### src/hdl/sva_pkg.sv
`timescale 1ns / 1ps
// ----------------------------------------------------------------------------
// sva_pkg : shared types and constants for the four-lane vector ALU
// Request and result structs, operation codes and IEEE single constants.
// ----------------------------------------------------------------------------
package sva_pkg;

  localparam int LANE_COUNT = 4;

  typedef enum logic [2:0] {
    FUNC_FADD    = 3'd0,
    FUNC_FSUB    = 3'd1,
    FUNC_FMUL    = 3'd2,
    FUNC_IADD    = 3'd3,
    FUNC_SHUFFLE = 3'd4
  } func_t;

  typedef struct packed {
    logic [2:0]  func;
    logic [31:0] a0;
    logic [31:0] a1;
    logic [31:0] a2;
    logic [31:0] a3;
    logic [31:0] b0;
    logic [31:0] b1;
    logic [31:0] b2;
    logic [31:0] b3;
    logic [7:0]  shuffle_mask;
  } req_t;

  typedef struct packed {
    logic [31:0] r0;
    logic [31:0] r1;
    logic [31:0] r2;
    logic [31:0] r3;
  } res_t;

  localparam logic [31:0] DEFAULT_NAN = 32'hFFC00000;
  localparam logic [31:0] QUIET_BIT   = 32'h00400000;
  localparam logic [1:0]  SEL_MASK    = 2'h3;

  // Lane-level control carried down the lane pipeline
  typedef struct packed {
    logic       valid;
    logic [2:0] func;
  } lane_ctl_t;

endpackage

### src/hdl/sva_merge.sv
`timescale 1ns / 1ps
// ----------------------------------------------------------------------------
// sva_merge : combines lane results with the shuffle path
// Delays the shuffle result to match the lanes and drives the result strobe.
// ----------------------------------------------------------------------------
module sva_merge #(
  parameter int DEPTH = 3
) (
  input  logic               clk,
  input  logic               rst,
  input  logic               start,
  input  sva_pkg::req_t      req,
  input  logic [31:0]        l0,
  input  logic [31:0]        l1,
  input  logic [31:0]        l2,
  input  logic [31:0]        l3,
  output logic               done,
  output sva_pkg::res_t      res
);
  import sva_pkg::*;

  logic [31:0] src [4];
  res_t        shuf;
  res_t        sh_pipe [DEPTH];
  logic        is_sh   [DEPTH];
  logic        vld     [DEPTH];

  // shuffle: each lane picks a source lane of a
  always_comb begin
    src[0] = req.a0; src[1] = req.a1; src[2] = req.a2; src[3] = req.a3;
    shuf.r0 = src[req.shuffle_mask[1:0] & SEL_MASK];
    shuf.r1 = src[req.shuffle_mask[3:2] & SEL_MASK];
    shuf.r2 = src[req.shuffle_mask[5:4] & SEL_MASK];
    shuf.r3 = src[req.shuffle_mask[7:6] & SEL_MASK];
  end

  // delay line matched to lane latency
  always_ff @(posedge clk) begin
    sh_pipe[0] <= shuf;
    is_sh[0]   <= (req.func == FUNC_SHUFFLE);
    for (int i = 1; i < DEPTH; i++) begin
      sh_pipe[i] <= sh_pipe[i-1];
      is_sh[i]   <= is_sh[i-1];
    end
    if (rst) begin
      for (int i = 0; i < DEPTH; i++) vld[i] <= 1'b0;
      done <= 1'b0;
    end else begin
      vld[0] <= start;
      for (int i = 1; i < DEPTH; i++) vld[i] <= vld[i-1];
      done <= vld[DEPTH-1];
    end
  end

  // merge: shuffle result or lane results
  always_ff @(posedge clk) begin
    if (is_sh[DEPTH-1]) res <= sh_pipe[DEPTH-1];
    else                res <= '{r0: l0, r1: l1, r2: l2, r3: l3};
  end

endmodule

### config.mk
export PLATFORM = sky130hd
export DESIGN_NAME = sva_merge
export DESIGN_NICKNAME = d
export VERILOG_FILES = /design/src/hdl/sva_pkg.sv /design/src/hdl/sva_merge.sv
export SDC_FILE = /design/constraint.sdc
export NUM_CORES = 1
export LEC_CHECK = 0
export BUFFER_PORTS_ARGS = -buffer_cell sky130_fd_sc_hd__buf_2
export CORE_MARGIN = 3
export CORE_UTILIZATION = 25
export CTS_CLUSTER_DIAMETER = 30
export DETAILED_ROUTE_END_ITERATION = 10
export PLACE_DENSITY = 0.46
export SYNTH_ARGS = -nofsm -noshare
export SYNTH_HDL_FRONTEND = slang
export SYNTH_SLANG_ARGS = --single-unit
### constraint.sdc
create_clock -name clk -period 3.3 [get_ports clk]
set_input_delay 0.165 -clock clk [delete_from_list [all_inputs] [get_ports clk]]
set_output_delay 0.165 -clock clk [all_outputs]
set_load 0.02 [all_outputs]
# After elaboration in Yosys (flattened, before gate mapping)
# Memories as Yosys holds them, arrays and structs flattened. A register that Yosys moved wholly into a read port is not among the register bits.
# Cells that the tools add are included.
# classes
order_cmp	4
n_mux	19
eq_ne	1
bitwise	7
# ops
operator	count
binary-select mux 32 bit (select 2 bit)	4
two-way mux 32 bit	8
two-way mux 128 bit	1
>= comparator 3 bit (second input constant)	4
NOT 2 -> 3 bit	4
two-way mux 1 bit	6
equality test 3 bit (second input constant)	1
OR 1 bit	3
# totals
out_inout_bits	129
input_bits	398
mem_bits_rw	390
word_cells	38
register_bits	128
memories	3
# memory_table
memory	depth	width	rd	rd_clocked_by_memory_dff	write_ports	line	source
sh_pipe	3	128	3	0	3	sva_merge.sv:24	res_t sh_pipe [DEPTH];
is_sh	3	1	3	0	3	sva_merge.sv:25	logic is_sh [DEPTH];
vld	3	1	3	1	3	sva_merge.sv:26	logic vld [DEPTH];

# Logic depth before layout (Yosys ltp)
# logic_depth
ltp_word	4
ltp_mapped	3
mapped_depth_nobuf	1

# Worst setup path before layout
# Ideal clock, no wire load.
# synth_path
path_type	register to register
from	memory is_sh[2][0], in the netlist is_sh[0][2]
to	register res[107] (netlist name)
path_buffers	2
synth_period_minus_slack_ps	1125
setup_slack_ps	2175
path_stages_with_launch	4
setup_ps	121
required_time_ps	3179
arrival_ps	1004
path_cell_list	dfxtp_1 buf_4 buf_2 mux2_2
# synth_rtl
item	line	source
start: declaration	sva_merge.sv:25	
end signal: assignment	sva_merge.sv:57	if (is_sh[DEPTH-1]) res <= sh_pipe[DEPTH-1];
end signal: assignment	sva_merge.sv:58	else res <= '{r0: l0, r1: l1, r2: l2, r3: l3};
end: declaration	sva_merge.sv:18	output sva_pkg::res_t res

==> qor.csv <==
stage,metric,value,unit
cts,TritonCTS Buffers,112,
sta,Final WS setup,1.46,ns
routing,initial DRC count,300,
cts,CTS tree,done,
sta,Worst-Margin Slew,1.11,ns
sta,hold_ws,0.114,ns
routing,Post-DRT Antenna Nets,0,
pwr,sequential power share,35.9,%
synthesis,Synth Instances,822,
setup_path,worst r2r path cells,2,
pwr,Lkg Pwr,10.7,nW
routing,Vias/cell,4.00,
pwr,Gate power share,7.6,%
setup_path,crit path DAT,2.36,ns
min_path,HP Class,input pin to flip-flop,
place,DP Area,17800,um2
layout,design area,25400,um2
routing,routed wire length per instance,17.0,um
status,run status,"finished, final reports clean",
synthesis,Unique masters post-synth,10,
pwr,Clock power frac,56.5,%
die,core region area,59600,um2
die,I/O pins,527,
global_routing,vias in the first global route,11493,
sta,Final Skew,0.0300,ns
global_routing,Total GRT Usage,13.5,%
min_path,hold path start,req[5],
min_path,hold-critical path depth,2,
global_routing,initial antenna violation count,8,
sta,post-route clock period utilization,55.8,%
layout,area occupied by multi-input gates,4390,um2
setup_path,startpoint types,flip-flop,
pwr,Int Pwr,15.2,mW
global_routing,total grt overflow,0,
cts,"CTS clk-pin slew, worst paths",0.05,ns
setup_path,Reg-to-Reg Start,is_sh[0][2],
global_routing,first-pass GRT wire length,65000,um
synthesis,Yosys reg bits,519,
cts,Post-CTS Resized,0,
sta,min Tclk post-route,1.84,ns
sta,setup TNS,0,ns
die,Die ar.,63900,um2
layout,final net count,2054,
layout,proportion of layout cells with a drive suffix above 1,49.0,%
setup_path,crit path kind,flip-flop to flip-flop,
pwr,pwr dens,779,nW/um2
cts,CTS Sinks,519,
sta,Worst slew margin,26.2,%
die,die width,253,um
layout,Reg area,10400,um2
sta,RSZ-0062 raised after global routing,false,
sta,Slew Limit Fails,0,
global_routing,largest net degree at the start of global routing,58,
routing,via count,10130,
die,row cnt,89,
synthesis,Syn Nets,1220,
layout,Layout area overhead,66.7,%
sta,maximum clock frequency,543,MHz
routing,drt first pass iters,4,
setup_path,crit path from,is_sh[0][2],
pwr,net switching power,4.58,mW
setup_path,kind of end point of the critical path,flip-flop,
cts,clock tree buffer depth,3,
cts,worst skew pair latency,0.65,ns
sta,final setup violation count,0,
synthesis,Mapped Area,15200,um2
die,die height,253,um
synthesis,sequential area share after synthesis,68.3,%
place,dpl hpwl,27000,um
pwr,worst vdd ir,0.476,mV
synthesis,mean area per synthesized cell,18.5,um2
layout,layout filler cell count,5401,
place,pre-CTS setup slack,1.46,ns
place,GPL Wtd Cong,0.708,
synthesis,Yosys Warn Count,0,
setup_path,crit-path max FO,40,
routing,DRC,0,
setup_path,"Req. time, crit path",3.82,ns
place,IO buf count,398,
cts,H-tree Lvls,3,
cts,Root Driver,clkbuf_16,
die,Initial Util,25.5,%
job,maxcap violations,0,
pwr,Net Sw Frac,23.2,%
sta,Hold Fails Final Rpt,0,
routing,WL final,43200,um
-- cell families after synthesis --
group / synth area share, %
flops: 68.3
mux: 28.6
buf+inv: 2.91
simple gates: 0.214
-- cells in the mapped netlist --
cell / number / area, um2
mux4_1: 8 / 210
buf_4: 11 / 82.6
buf_12: 12 / 240
buf_6: 4 / 45.0
nor3b_1: 1 / 7.51
dfxtp_1: 519 / 10400
nor2b_1: 4 / 25.0
mux4_2: 120 / 2700
mux2_2: 128 / 1440
buf_2: 15 / 75.1
-- final timing paths --
path / slack [ns] / to
setup / recovery: 1.46 / res[23]
hold reg to reg: 0.30 / sh_pipe[0][230]
hold / removal: 0.11 / sh_pipe[0][61]
setup reg to reg: 1.46 / res[23]
-- per-layer routing --
metal | up-vias | share of wire (%) | wire (um) | GRT usage (%)
met1 | 4971 | 43 | 18400 | 16.2
met2 | 322 | 49 | 21100 | 22.4
met3 | 83 | 5.7 | 2470 | 4.26
met4 | 4 | 2.8 | 1190 | 5.62
li1 | 4750 | - | - | -
met5 | - | 0.053 | 23 | 0
-- registers in the layout (all words and copies together) (netlist names) --
name / cells
sh_pipe: 384
res: 128
vld: 3
is_sh: 3
done: 1
-- repair_timing --
item	4_1_cts	5_1_grt
setup buffers	0	0
endpoints found under the hold margin	261	0
hold buffers	356	0
-- worst max-delay path, stage by stage (launching register included) --
cell and delay, ns:
dfxtp_4 0.78, buf_4 0.51, mux2_2 0.39
-- per-stage QoR --
step	total power, mW	utilization [%]	std cells
2_1_floorplan	7.79	-	822
3_3_place_gp	8.29	29.9	1959
3_5_place_dp	8.31	29.9	1959
4_1_cts	20.0	42.5	2528
5_1_grt	20.5	42.6	2530
6_report	19.8	42.6	2535
-- cell type report --
cell class | count | area share [%]
diodes | 7 | 0.0691
clock buffers | 134 | 11.9
clock inverters | 79 | 3.69
multi-input cells | 261 | 17.3
flip-flops and latches | 519 | 41.0
well taps | 773 | 3.81
repair buffers | 762 | 22.2
-- placed cells by master, fill, tap and decap left out --
cell / netlist / final
clkinv_16: 0 / 5
clkinv_4: 0 / 13
inv_6: 0 / 11
clkinv_2: 0 / 14
diode_2: 0 / 7
bufinv_16: 0 / 9
dlygate4sd3_1: 0 / 356
mux4_2: 120 / 120
clkinv_8: 0 / 1
nor2b_1: 4 / 4
mux4_1: 8 / 8
nor3b_1: 1 / 1
mux2_2: 128 / 128
buf_4: 11 / 11
clkinvlp_4: 0 / 22
clkbuf_8: 0 / 14
inv_16: 0 / 1
clkbuf_1: 0 / 8
buf_12: 12 / 1
dfxtp_4: 0 / 1
inv_8: 0 / 3
buf_2: 15 / 394
dfxtp_1: 519 / 518
clkbuf_16: 0 / 112
-- power by group through the flow --
stage / combinational, mW / sequential (mW) / clock, mW
2_1_floorplan: 0.509 / 7.29 / 0
3_3_place_gp: 1.07 / 7.22 / 0
3_5_place_dp: 1.08 / 7.23 / 0
4_1_cts: 1.50 / 7.11 / 11.4
5_1_grt: 1.60 / 7.15 / 11.8
6_report: 1.49 / 7.10 / 11.2
Power figures use the tool's default switching activity.
