### src/hdl/sva_pkg.sv
`timescale 1ns / 1ps
// ----------------------------------------------------------------------------
// sva_pkg : shared types and constants for the four-lane vector ALU
// Request and result structs, operation codes and IEEE single constants.
// ----------------------------------------------------------------------------
package sva_pkg;

  localparam int LANE_COUNT = 4;

  typedef enum logic [2:0] {
    FUNC_FADD    = 3'd0,
    FUNC_FSUB    = 3'd1,
    FUNC_FMUL    = 3'd2,
    FUNC_IADD    = 3'd3,
    FUNC_SHUFFLE = 3'd4
  } func_t;

  typedef struct packed {
    logic [2:0]  func;
    logic [31:0] a0;
    logic [31:0] a1;
    logic [31:0] a2;
    logic [31:0] a3;
    logic [31:0] b0;
    logic [31:0] b1;
    logic [31:0] b2;
    logic [31:0] b3;
    logic [7:0]  shuffle_mask;
  } req_t;

  typedef struct packed {
    logic [31:0] r0;
    logic [31:0] r1;
    logic [31:0] r2;
    logic [31:0] r3;
  } res_t;

  localparam logic [31:0] DEFAULT_NAN = 32'hFFC00000;
  localparam logic [31:0] QUIET_BIT   = 32'h00400000;
  localparam logic [1:0]  SEL_MASK    = 2'h3;

  // Lane-level control carried down the lane pipeline
  typedef struct packed {
    logic       valid;
    logic [2:0] func;
  } lane_ctl_t;

endpackage

### src/hdl/sva_lane.sv
`timescale 1ns / 1ps
// ----------------------------------------------------------------------------
// sva_lane : one float/int lane, three register stages
// Stage 1 aligns or multiplies, stage 2 normalises, stage 3 rounds and packs.
// ----------------------------------------------------------------------------
module sva_lane (
  input  logic                    clk,
  input  logic                    rst,
  input  sva_pkg::lane_ctl_t      ctl_in,
  input  logic [31:0]             a,
  input  logic [31:0]             b,
  output logic [31:0]             r
);
  import sva_pkg::*;

  // ---- stage 0: classify, swap, align (combinational) ----
  logic [31:0] bx;
  logic        a_nan, b_nan, a_inf, b_inf, a_zero, b_zero;
  logic [31:0] big, sml;
  logic [7:0]  eb_big, eb_sml;
  logic [7:0]  ediff;
  logic [23:0] sig_big, sig_sml;
  logic [55:0] aln_big, aln_sml_full;
  logic [55:0] aln_sml;
  logic        sticky;
  logic        is_mul;
  logic        s_special;
  logic [31:0] special_val;
  logic [8:0]  ea_m, eb_m;
  logic [23:0] ma, mb;
  logic [47:0] prod;

  always_comb begin
    is_mul = (ctl_in.func == FUNC_FMUL);
    bx     = (ctl_in.func == FUNC_FSUB) ? {~b[31], b[30:0]} : b;
    a_nan  = (a[30:23] == 8'hFF) && (a[22:0] != '0);
    b_nan  = (b[30:23] == 8'hFF) && (b[22:0] != '0);
    a_inf  = (a[30:0] == 31'h7F800000);
    b_inf  = (b[30:0] == 31'h7F800000);
    a_zero = (a[30:0] == '0);
    b_zero = (b[30:0] == '0);
    if (a[30:0] < bx[30:0]) begin
      big = bx; sml = a;
    end else begin
      big = a;  sml = bx;
    end
    eb_big  = (big[30:23] == '0) ? 8'd1 : big[30:23];
    eb_sml  = (sml[30:23] == '0) ? 8'd1 : sml[30:23];
    sig_big = {(big[30:23] != '0), big[22:0]};
    sig_sml = {(sml[30:23] != '0), sml[22:0]};
    ediff   = eb_big - eb_sml;
    aln_big = {2'b0, sig_big, 30'b0};
    aln_sml_full = {2'b0, sig_sml, 30'b0};
    if (ediff >= 8'd56) begin
      aln_sml = {55'b0, (sig_sml != '0)};
      sticky  = 1'b0;
    end else begin
      aln_sml = aln_sml_full >> ediff;
      sticky  = ((aln_sml_full & ((56'd1 << ediff) - 56'd1)) != '0);
      aln_sml[0] = aln_sml[0] | sticky;
    end
    ea_m = {1'b0, (a[30:23] == '0) ? 8'd1 : a[30:23]};
    eb_m = {1'b0, (b[30:23] == '0) ? 8'd1 : b[30:23]};
    // full 48-bit significand product
    ma   = {(a[30:23] != '0), a[22:0]};
    mb   = {(b[30:23] != '0), b[22:0]};
    prod = {24'b0, ma} * {24'b0, mb};
    // specials
    s_special   = 1'b0;
    special_val = '0;
    if (a_nan || b_nan) begin
      s_special   = 1'b1;
      special_val = a_nan ? (a | QUIET_BIT) : (b | QUIET_BIT);
    end else if (is_mul) begin
      if (a_inf || b_inf) begin
        s_special   = 1'b1;
        special_val = (a_zero || b_zero) ? DEFAULT_NAN
                                         : {a[31] ^ b[31], 31'h7F800000};
      end else if (a_zero || b_zero) begin
        s_special   = 1'b1;
        special_val = {a[31] ^ b[31], 31'b0};
      end
    end else begin
      if (a_inf) begin
        s_special   = 1'b1;
        special_val = (b_inf && (a[31] != bx[31])) ? DEFAULT_NAN : a;
      end else if (b_inf) begin
        s_special   = 1'b1;
        special_val = bx;
      end else if (a_zero && b_zero) begin
        s_special   = 1'b1;
        special_val = {a[31] & bx[31], 31'b0};
      end
    end
  end

  // ---- stage 1 registers: sum or product ----
  lane_ctl_t   ctl1;
  logic        spec1;
  logic [31:0] sval1, ires1;
  logic        sign1;
  logic signed [10:0] exp1;  // value = sig * 2^(exp1 - 150)
  logic [55:0] sig1;

  always_ff @(posedge clk) begin
    if (rst) begin
      ctl1 <= '0;
    end else begin
      ctl1 <= ctl_in;
    end
    spec1 <= s_special;
    sval1 <= special_val;
    ires1 <= a + b;
    if (is_mul) begin
      sign1 <= a[31] ^ b[31];
      exp1  <= $signed({2'b0, ea_m}) + $signed({2'b0, eb_m}) - 11'sd150;
      sig1  <= {8'b0, prod};
    end else begin
      sign1 <= big[31];
      exp1  <= $signed({3'b0, eb_big}) - 11'sd30;
      sig1  <= (big[31] == sml[31]) ? aln_big + aln_sml : aln_big - aln_sml;
    end
  end

  // ---- stage 1->2: leading one and normalising shift amount ----
  logic [5:0] lead;
  logic signed [11:0] ex_c;
  logic [7:0] sh_r;     // right shift to leave 24 bits, incl denormal shift
  always_comb begin
    lead = '0;
    for (int i = 0; i < 56; i++) begin
      if (sig1[i]) lead = 6'(i);
    end
    ex_c = 12'(exp1) + $signed(12'(lead)) - 12'sd23;
    sh_r = 8'(lead) - 8'd23;
    if (ex_c < 12'sd1) begin
      sh_r = sh_r + 8'(12'sd1 - ex_c);
      ex_c = 12'sd1;
    end
  end

  // shift amount may be "negative" (left shift) when lead < 23
  logic        left1;
  logic [4:0]  lsh;
  always_comb begin
    left1 = (lead < 6'd23) && !((12'(exp1) + $signed(12'(lead)) - 12'sd23) < 12'sd1);
    lsh   = 5'(6'd23 - lead);
  end

  // ---- stage 2 registers: shifted mantissa with round bits ----
  lane_ctl_t   ctl2;
  logic        spec2, zero2, sign2;
  logic [31:0] sval2, ires2;
  logic [24:0] m2;      // 24 kept bits + spare
  logic        rnd_up2;
  logic signed [11:0] ex2;
  logic [63:0] rem, half, shv;
  logic [6:0]  shc;

  always_comb begin
    shc = (sh_r > 8'd63) ? 7'd63 : 7'(sh_r);
    shv = 64'(sig1) >> shc;
    if (shc == 7'd0) begin
      rem  = '0;
      half = '1;
    end else begin
      rem  = 64'(sig1) & ((64'd1 << shc) - 64'd1);
      half = 64'd1 << (shc - 7'd1);
    end
  end

  always_ff @(posedge clk) begin
    if (rst) begin
      ctl2 <= '0;
    end else begin
      ctl2 <= ctl1;
    end
    spec2 <= spec1;
    sval2 <= sval1;
    ires2 <= ires1;
    sign2 <= sign1;
    zero2 <= (sig1 == '0);
    ex2   <= ex_c;
    if (left1) begin
      m2      <= 25'(sig1[23:0] << lsh);
      rnd_up2 <= 1'b0;
    end else if (sh_r >= 8'd63) begin
      m2      <= '0;
      rnd_up2 <= 1'b0;
    end else begin
      m2      <= 25'(shv);
      rnd_up2 <= (shc != 7'd0) && ((rem > half) || ((rem == half) && shv[0]));
    end
  end

  // ---- stage 3: round and pack ----
  logic [24:0] m3;
  logic signed [11:0] ex3;
  logic [31:0] fres;
  always_comb begin
    m3  = m2 + 25'(rnd_up2);
    ex3 = ex2;
    if (m3[24]) begin
      m3  = m3 >> 1;
      ex3 = ex3 + 12'sd1;
    end
    if (zero2)
      fres = '0;
    else if (ex3 >= 12'sd255)
      fres = {sign2, 31'h7F800000};
    else
      fres = {sign2, (m3[23] ? 8'(ex3) : 8'd0), m3[22:0]};
  end

  always_ff @(posedge clk) begin
    unique case (ctl2.func)
      FUNC_FADD, FUNC_FSUB, FUNC_FMUL: r <= spec2 ? sval2 : fres;
      FUNC_IADD:                       r <= ires2;
      default:                         r <= '0;
    endcase
  end

endmodule

### config.mk
export PLATFORM = sky130hd
export DESIGN_NAME = sva_lane
export DESIGN_NICKNAME = d
export VERILOG_FILES = /design/src/hdl/sva_pkg.sv /design/src/hdl/sva_lane.sv
export SDC_FILE = /design/constraint.sdc
export NUM_CORES = 2
export LEC_CHECK = 0
export BUFFER_PORTS_ARGS = -buffer_cell sky130_fd_sc_hd__buf_2
export CAP_MARGIN = 20
export CORE_MARGIN = 8
export CORE_UTILIZATION = 25
export CTS_CLUSTER_DIAMETER = 30
export DETAILED_ROUTE_END_ITERATION = 12
export HOLD_SLACK_MARGIN = 0.1
export PLACE_DENSITY_LB_ADDON = 0.15
export SYNTH_ARGS = -nofsm -noshare
export SYNTH_HDL_FRONTEND = slang
export SYNTH_SLANG_ARGS = --single-unit
### constraint.sdc
create_clock -name clk -period 23.8 [get_ports clk]
set_input_delay 3.57 -clock clk [delete_from_list [all_inputs] [get_ports clk]]
set_output_delay 3.57 -clock clk [all_outputs]
set_load 0.005 [all_outputs]
---- Word level (Yosys, flattened, before mapping) ----
Index checks and enable logic that the tools add are counted.
storage, ports and cells
  flip-flop bits (word level) ............. 276
  bits of input ports ..................... 70
  output and inout bits ................... 32
  word-level logic and storage cells ...... 197
cells by class
  add/subtract/negate cells ............... 18
  multiply operators ...................... 1
  order comparisons ....................... 8
  equality and inequality tests ........... 12
  shift-type cells ........................ 6
  muxes and demuxes ....................... 96
  bitwise operators ....................... 6
  reduce and logical (&&, ||, !) cells .... 32
operator list
  cell                                                                   number
  32-bit 2-to-1 mux                                                      15
  6-bit 2-to-1 mux                                                       54
  64-bit 2-to-1 mux                                                      2
  1-bit by 7-bit << shifter with 64-bit output (first input constant)    2
  56-bit 2-to-1 mux                                                      2
  56-bit by 64-bit bitwise AND with 64-bit output                        1
  64-bit equality test                                                   1
  64-bit > comparator                                                    1
  32-bit one-hot mux with 2 select lines                                 1
  64-bit by 1-bit subtractor with 64-bit output (second input constant)  1
  31-bit equality test (second input constant)                           2
  31-bit zero test                                                       2
  54-bit by 56-bit adder with 56-bit output                              1
  54-bit by 56-bit bitwise AND with 56-bit output                        1
  56-bit zero test                                                       1
  56-bit nonzero test                                                    1
  1-bit by 8-bit << shifter with 56-bit output (first input constant)    1
  54-bit by 8-bit >> shifter with 56-bit output                          1
  56-bit by 7-bit >> shifter with 25-bit output                          1
  54-bit by 56-bit subtractor with 56-bit output                         1
  56-bit by 1-bit subtractor with 56-bit output (second input constant)  1
  25-bit 2-to-1 mux                                                      2
  24-bit by 24-bit multiplier with 48-bit output                         1
  48-bit 2-to-1 mux                                                      1
  49 further kinds                                                       82

---- Logic depth before layout (Yosys ltp) ----
  depth after elaboration ................. 70
  depth in mapped cells ................... 66
  depth with buffers taken out ............ 61

---- Worst setup path after synthesis ----
No wires, ideal clock.
  path kind ............................... input -> register
  start point ............................. input port b[22]
  end point ............................... register sig1[52]
  library setup time ...................... 0.127 ns
  arrival time ............................ 13.135 ns
  required time ........................... 23.673 ns
  path slack .............................. 10.538 ns
  stages .................................. 55
  buffers on the path ..................... 9
  cells stage by stage .................... clkbuf_1 -> inv_1 -> ha_1 -> inv_1 -> or4_4 -> or3b_4 -> and3_4 -> nand2_4 -> buf_8 -> buf_6 -> buf_4 -> buf_4 -> clkbuf_1 -> nor2_1 -> a21oi_1 -> nand4_1 -> nor4_1 -> nor2b_1 -> (+19 left out) -> o21ba_2 -> o21bai_1 -> a21oi_1 -> o21bai_1 -> a21oi_1 -> o21ai_0 -> a21oi_1 -> o21bai_1 -> a21oi_1 -> o21ai_0 -> a221o_1 -> a21oi_1 -> a221o_1 -> a211oi_1 -> o21ai_0 -> a41oi_1 -> xnor2_1 -> nor2_1
between the ends
  cells in the longest elaborated chain, start to end .. 14
  elaborated cells on any way between the ends .. 23
  classes of those cells .................. 4 x add/sub; 2 x order compare; 1 x eq/ne; 2 x shift; 7 x mux; 2 x bitwise; 5 x reduce/logical
RTL lines
  what                                                                                                                line                            source
  from (decl)                                                                                                         sva_lane.sv:11                  input logic [31:0] b,
  32-bit 2-to-1 mux *                                                                                                 sva_lane.sv:35                  bx = (ctl_in.func == FUNC_FSUB) ? {~b[31], b[30:0]} : b;
  31-bit less-than comparator                                                                                         sva_lane.sv:42                  if (a[30:0] < bx[30:0]) begin
  32-bit 2-to-1 mux                                                                                                   sva_lane.sv:42
  8-bit zero test (on tied branches)                                                                                  sva_lane.sv:47, sva_lane.sv:48
  8-bit 2-to-1 mux (on tied branches)                                                                                 sva_lane.sv:47, sva_lane.sv:48
  8-bit subtractor                                                                                                    sva_lane.sv:51                  ediff = eb_big - eb_sml;
  1-bit by 8-bit << shifter with 56-bit output                                                                        sva_lane.sv:59                  sticky = ((aln_sml_full & ((56'd1 << ediff) - 56'd1)) != '0);
  56-bit by 1-bit subtractor with 56-bit output                                                                       sva_lane.sv:59
  54-bit by 56-bit bitwise AND with 56-bit output                                                                     sva_lane.sv:59
  56-bit nonzero test                                                                                                 sva_lane.sv:59
  1-bit OR                                                                                                            sva_lane.sv:60                  aln_sml[0] = aln_sml[0] | sticky;
  56-bit 2-to-1 mux                                                                                                   sva_lane.sv:54                  if (ediff >= 8'd56) begin
  54-bit by 56-bit subtractor with 56-bit output / 54-bit by 56-bit adder with 56-bit output (equally long branches)  sva_lane.sv:121                 sig1 <= (big[31] == sml[31]) ? aln_big + aln_sml : aln_big - aln_sml;
  56-bit 2-to-1 mux *                                                                                                 sva_lane.sv:121
  to (signal assigned)                                                                                                sva_lane.sv:117                 sig1 <= {8'b0, prod};
  to (signal assigned)                                                                                                sva_lane.sv:121
  to (decl)                                                                                                           sva_lane.sv:103                 logic [55:0] sig1;
Mark *: on every way between the ends. The rest lies on a longest branch, timed or not.
A chain may end at the register's enable or synchronous reset.

---- Final worst setup path ----
  start point ............................. input port b[10]
  end point ............................... register sig1[52]
Same word-level chain as after synthesis.

==> flow_metrics.env <==
export IMPL_finalHoldViolations=0
export IMPL_cpMostUsedCell="a21oi_1"
export IMPL_cap_viol_max_count=0
export IMPL_area_grow_syn2layout_pct=12.4
export IMPL_drt_first_iter_violations=4368
export IMPL_clk_transition_reported_paths_ns=0.05
export IMPL_worst_slack_ns=8.36
export IMPL_hold_fix_buffers_cts=0
export IMPL_setup_tns_final_ns=0
export IMPL_cts_htree_levels=3
export IMPL_drt_total_wl_mm=219
export IMPL_start_util=0.251
export IMPL_synth_sequential_area_ratio=0.118
export IMPL_cts_setup_buffers=0
export IMPL_synthesis_instances=6035
export IMPL_root_buffer="clkbuf_16"
export IMPL_core_region_area_um2=185000
export IMPL_remaining_drc_errors=0
export IMPL_rows=158
export IMPL_synth_edff_count=0
export IMPL_fin_util=0.283
export IMPL_ys_dominant_reg_cell="dfxtp_1"
export IMPL_grt_setup_unrepaired="no"
export IMPL_drt_pass1_iterations=8
export IMPL_wire_length_of_the_first_global_routing_pass_mm=319
export IMPL_cts_made_buffers=69
export IMPL_nNetsFinal=6925
export IMPL_track_usage=0.213
export IMPL_drive_above_1_share=0.0796
export IMPL_global_route_overflow_total=0
export IMPL_report_final_slew_viol_count=0
export IMPL_synth_seq_cells=275
export IMPL_floorplan_io_pins=102
export IMPL_die_area_um2=201000
export IMPL_ctsLongestPathBuffers=3
export IMPL_timing_clock_skew_ns=0.0292
export IMPL_timing_critical_path_to_type="flop"
export IMPL_start_kind="input port"
export IMPL_critPathRequiredTime_ns=24.26
export IMPL_via_per_inst=5.29
export IMPL_drtAntennaViolNets=0
export IMPL_vias=45000
export IMPL_chipHeight_um=448
export IMPL_detail_route_wl_per_cell_um=25.8
export IMPL_worst_setup_path_type="in2reg"
export IMPL_async_flop_share=0
export IMPL_syn_area_um2=46600
export IMPL_rr_worst_depth=51
export IMPL_outcome="complete, no violations"
export IMPL_yosysUniqueCellTypes=118
export IMPL_mappedNetlistNets=6996
export IMPL_clock_sink_count=275
export IMPL_slew_headroom=0.219
export IMPL_crit_path_top_delay_cell="inv_1"
export IMPL_placement_setup_worst_slack_ns=8.06
export IMPL_min_delay_path_depth=0
export IMPL_numPortBuffers=100
export IMPL_grt_antenna_before_repair=11
export IMPL_grt_start_max_net_pins=73
export IMPL_crit_path_max_cell_delay_ns=0.89
export IMPL_arrival_ns=15.91
export IMPL_routabilityCongestion=0.960
export IMPL_grt_pass1_vias=45400
export IMPL_cts_tree="built"
export IMPL_worst_skew_pair_late_latency_ns=0.62
export IMPL_timing_critical_path_fanout_max=61
export IMPL_finalSetupViolations=0
export IMPL_die_width_um=448
export IMPL_fin_crit_ns=15.44
export IMPL_place_detailed_hpwl_mm=169
export IMPL_yosysWarnings=0
export IMPL_synthesized_area_per_cell_um2=7.73
export IMPL_cts_resized=0
export IMPL_hp_class="reg2reg"
export IMPL_max_freq_mhz=64.7
export IMPL_timing_worst_slew_pin_value_ns=1.17
export IMPL_final_min_period_over_clock_period=0.649
==> flip-flops by register name (all words and copies together), names as in the netlist <==
signal	flops
ex2	12
sign1	1
spec1	1
sval1	32
sig1	56
exp1	10
r	32
ctl1	3
ctl2	3
rnd_up2	1
zero2	1
sval2	32
spec2	1
m2	25
sign2	1
ires1	32
ires2	32
==> final timing paths <==
check                 start         to  slack [ns]
hold / removal    ires1[28]  ires2[28]        0.32
hold reg to reg   ires1[28]  ires2[28]        0.32
setup / recovery      b[10]   sig1[52]        8.36
setup reg to reg    sig1[6]    rnd_up2       10.27
==> kinds of logic (layout without fill, tap and decap cells) <==
group           count (synthesis)  count (layout)  synth area share
fa+ha+maj                     892             892             0.318
compound gates               1398            1398             0.194
xor+xnor                      192             192            0.0361
buf+inv                      1076            1060            0.0884
mux                           216             216            0.0478
flops                         275             275             0.118
simple gates                 1985            1985             0.198
other cells                     1               5         0.0000804
==> final cells by class <==
cell class                 instances  area [µm²]
clock inverter                    38         697
clock buffer                      88        1880
tap                             2480        3100
multi-input combinational       4684       37100
antenna                            4        10.0
timing repair buffer             229        1470
fill                           20400      133000
sequential                       275        5510
inverter                         705        2650
==> cell usage in the layout, fill, tap and decap left out, types with 33 or more instances in the layout <==
cell and instances:
clkbuf_16 69, a31oi_1 33, nand3_1 107, a22oi_1 67
nor2b_1 46, o211ai_1 52, mux2i_1 185, and2_1 198
buf_4 127, xor2_1 76, buf_2 101, a22o_1 34
nand2_1 865, nor3_1 92, inv_1 701, dfxtp_1 275
nand4_1 65, a21oi_1 403, a21o_1 61, xnor2_1 109
o21bai_1 37, and3_1 44, nand2b_1 36, o21ai_0 323
o22ai_1 36, fa_1 488, nor2_1 376, nor4_1 37
ha_1 400
==> metrics by stage <==
| step | hold slack, ns | cell area (µm²) | std cells |
|---|---|---|---|
| finish | 0.317 | 52400 | 8503 |
| global route | 0.318 | 52400 | 8500 |
| CTS | 0.313 | 52400 | 8497 |
| detailed placement | 0.312 | 49800 | 8371 |
| global placement | 0.310 | 49800 | 8371 |
| floorplan | 0.310 | 46600 | 6035 |
==> cells in the mapped netlist, types with 10 or more instances <==
cell type	n	area [µm²]
xor2_1	78	683
o21bai_1	37	278
o31ai_1	23	173
a32oi_1	20	175
o31a_1	10	87.6
nor2b_1	46	288
o21ai_1	21	105
a211oi_1	32	240
inv_1	701	2630
buf_2	27	135
fa_1	489	9790
a211o_1	17	149
clkbuf_1	295	1110
nand2b_1	36	225
ha_1	402	5030
or3_1	25	156
a22o_1	34	298
o21a_1	18	135
and2_1	199	1240
o221ai_1	18	158
dfxtp_1	275	5510
nor4_1	37	231
o2111ai_1	10	87.6
nand4_1	65	407
nand3_1	107	536
o22ai_1	37	231
xnor2_1	114	998
a31oi_1	34	213
mux2i_1	185	1850
nor3_1	92	460
a221oi_1	31	272
nor2_1	379	1420
buf_1	41	154
o211ai_1	52	390
and3_1	44	275
a22oi_1	67	503
mux2_2	27	304
o21ai_0	326	1630
a21oi_1	403	2020
nand2_1	866	3250
or2_2	28	175
a221o_1	16	160
a21o_1	61	458
o41ai_1	10	87.6
==> routing by layer <==
layer | track usage | wire [µm] | up-vias
met1 | 0.288 | 96800 | 22500
met5 | 0 | 0 | -
met2 | 0.342 | 97800 | 1814
li1 | - | - | 20300
met4 | 0.0827 | 9830 | 0
met3 | 0.0299 | 14600 | 382
==> worst max-delay path: cells and delay by family <==
kind            cells  cell delay, ns
compound gates     23            4.37
buf+inv             7            3.37
mux                 1            0.42
fa+ha+maj           5            1.87
xor+xnor            1            0.14
simple gates       11            2.05
Power is left out: the tool's default activity adds up to more than one toggle a clock period on the data nets, which glitch-free logic cannot reach.
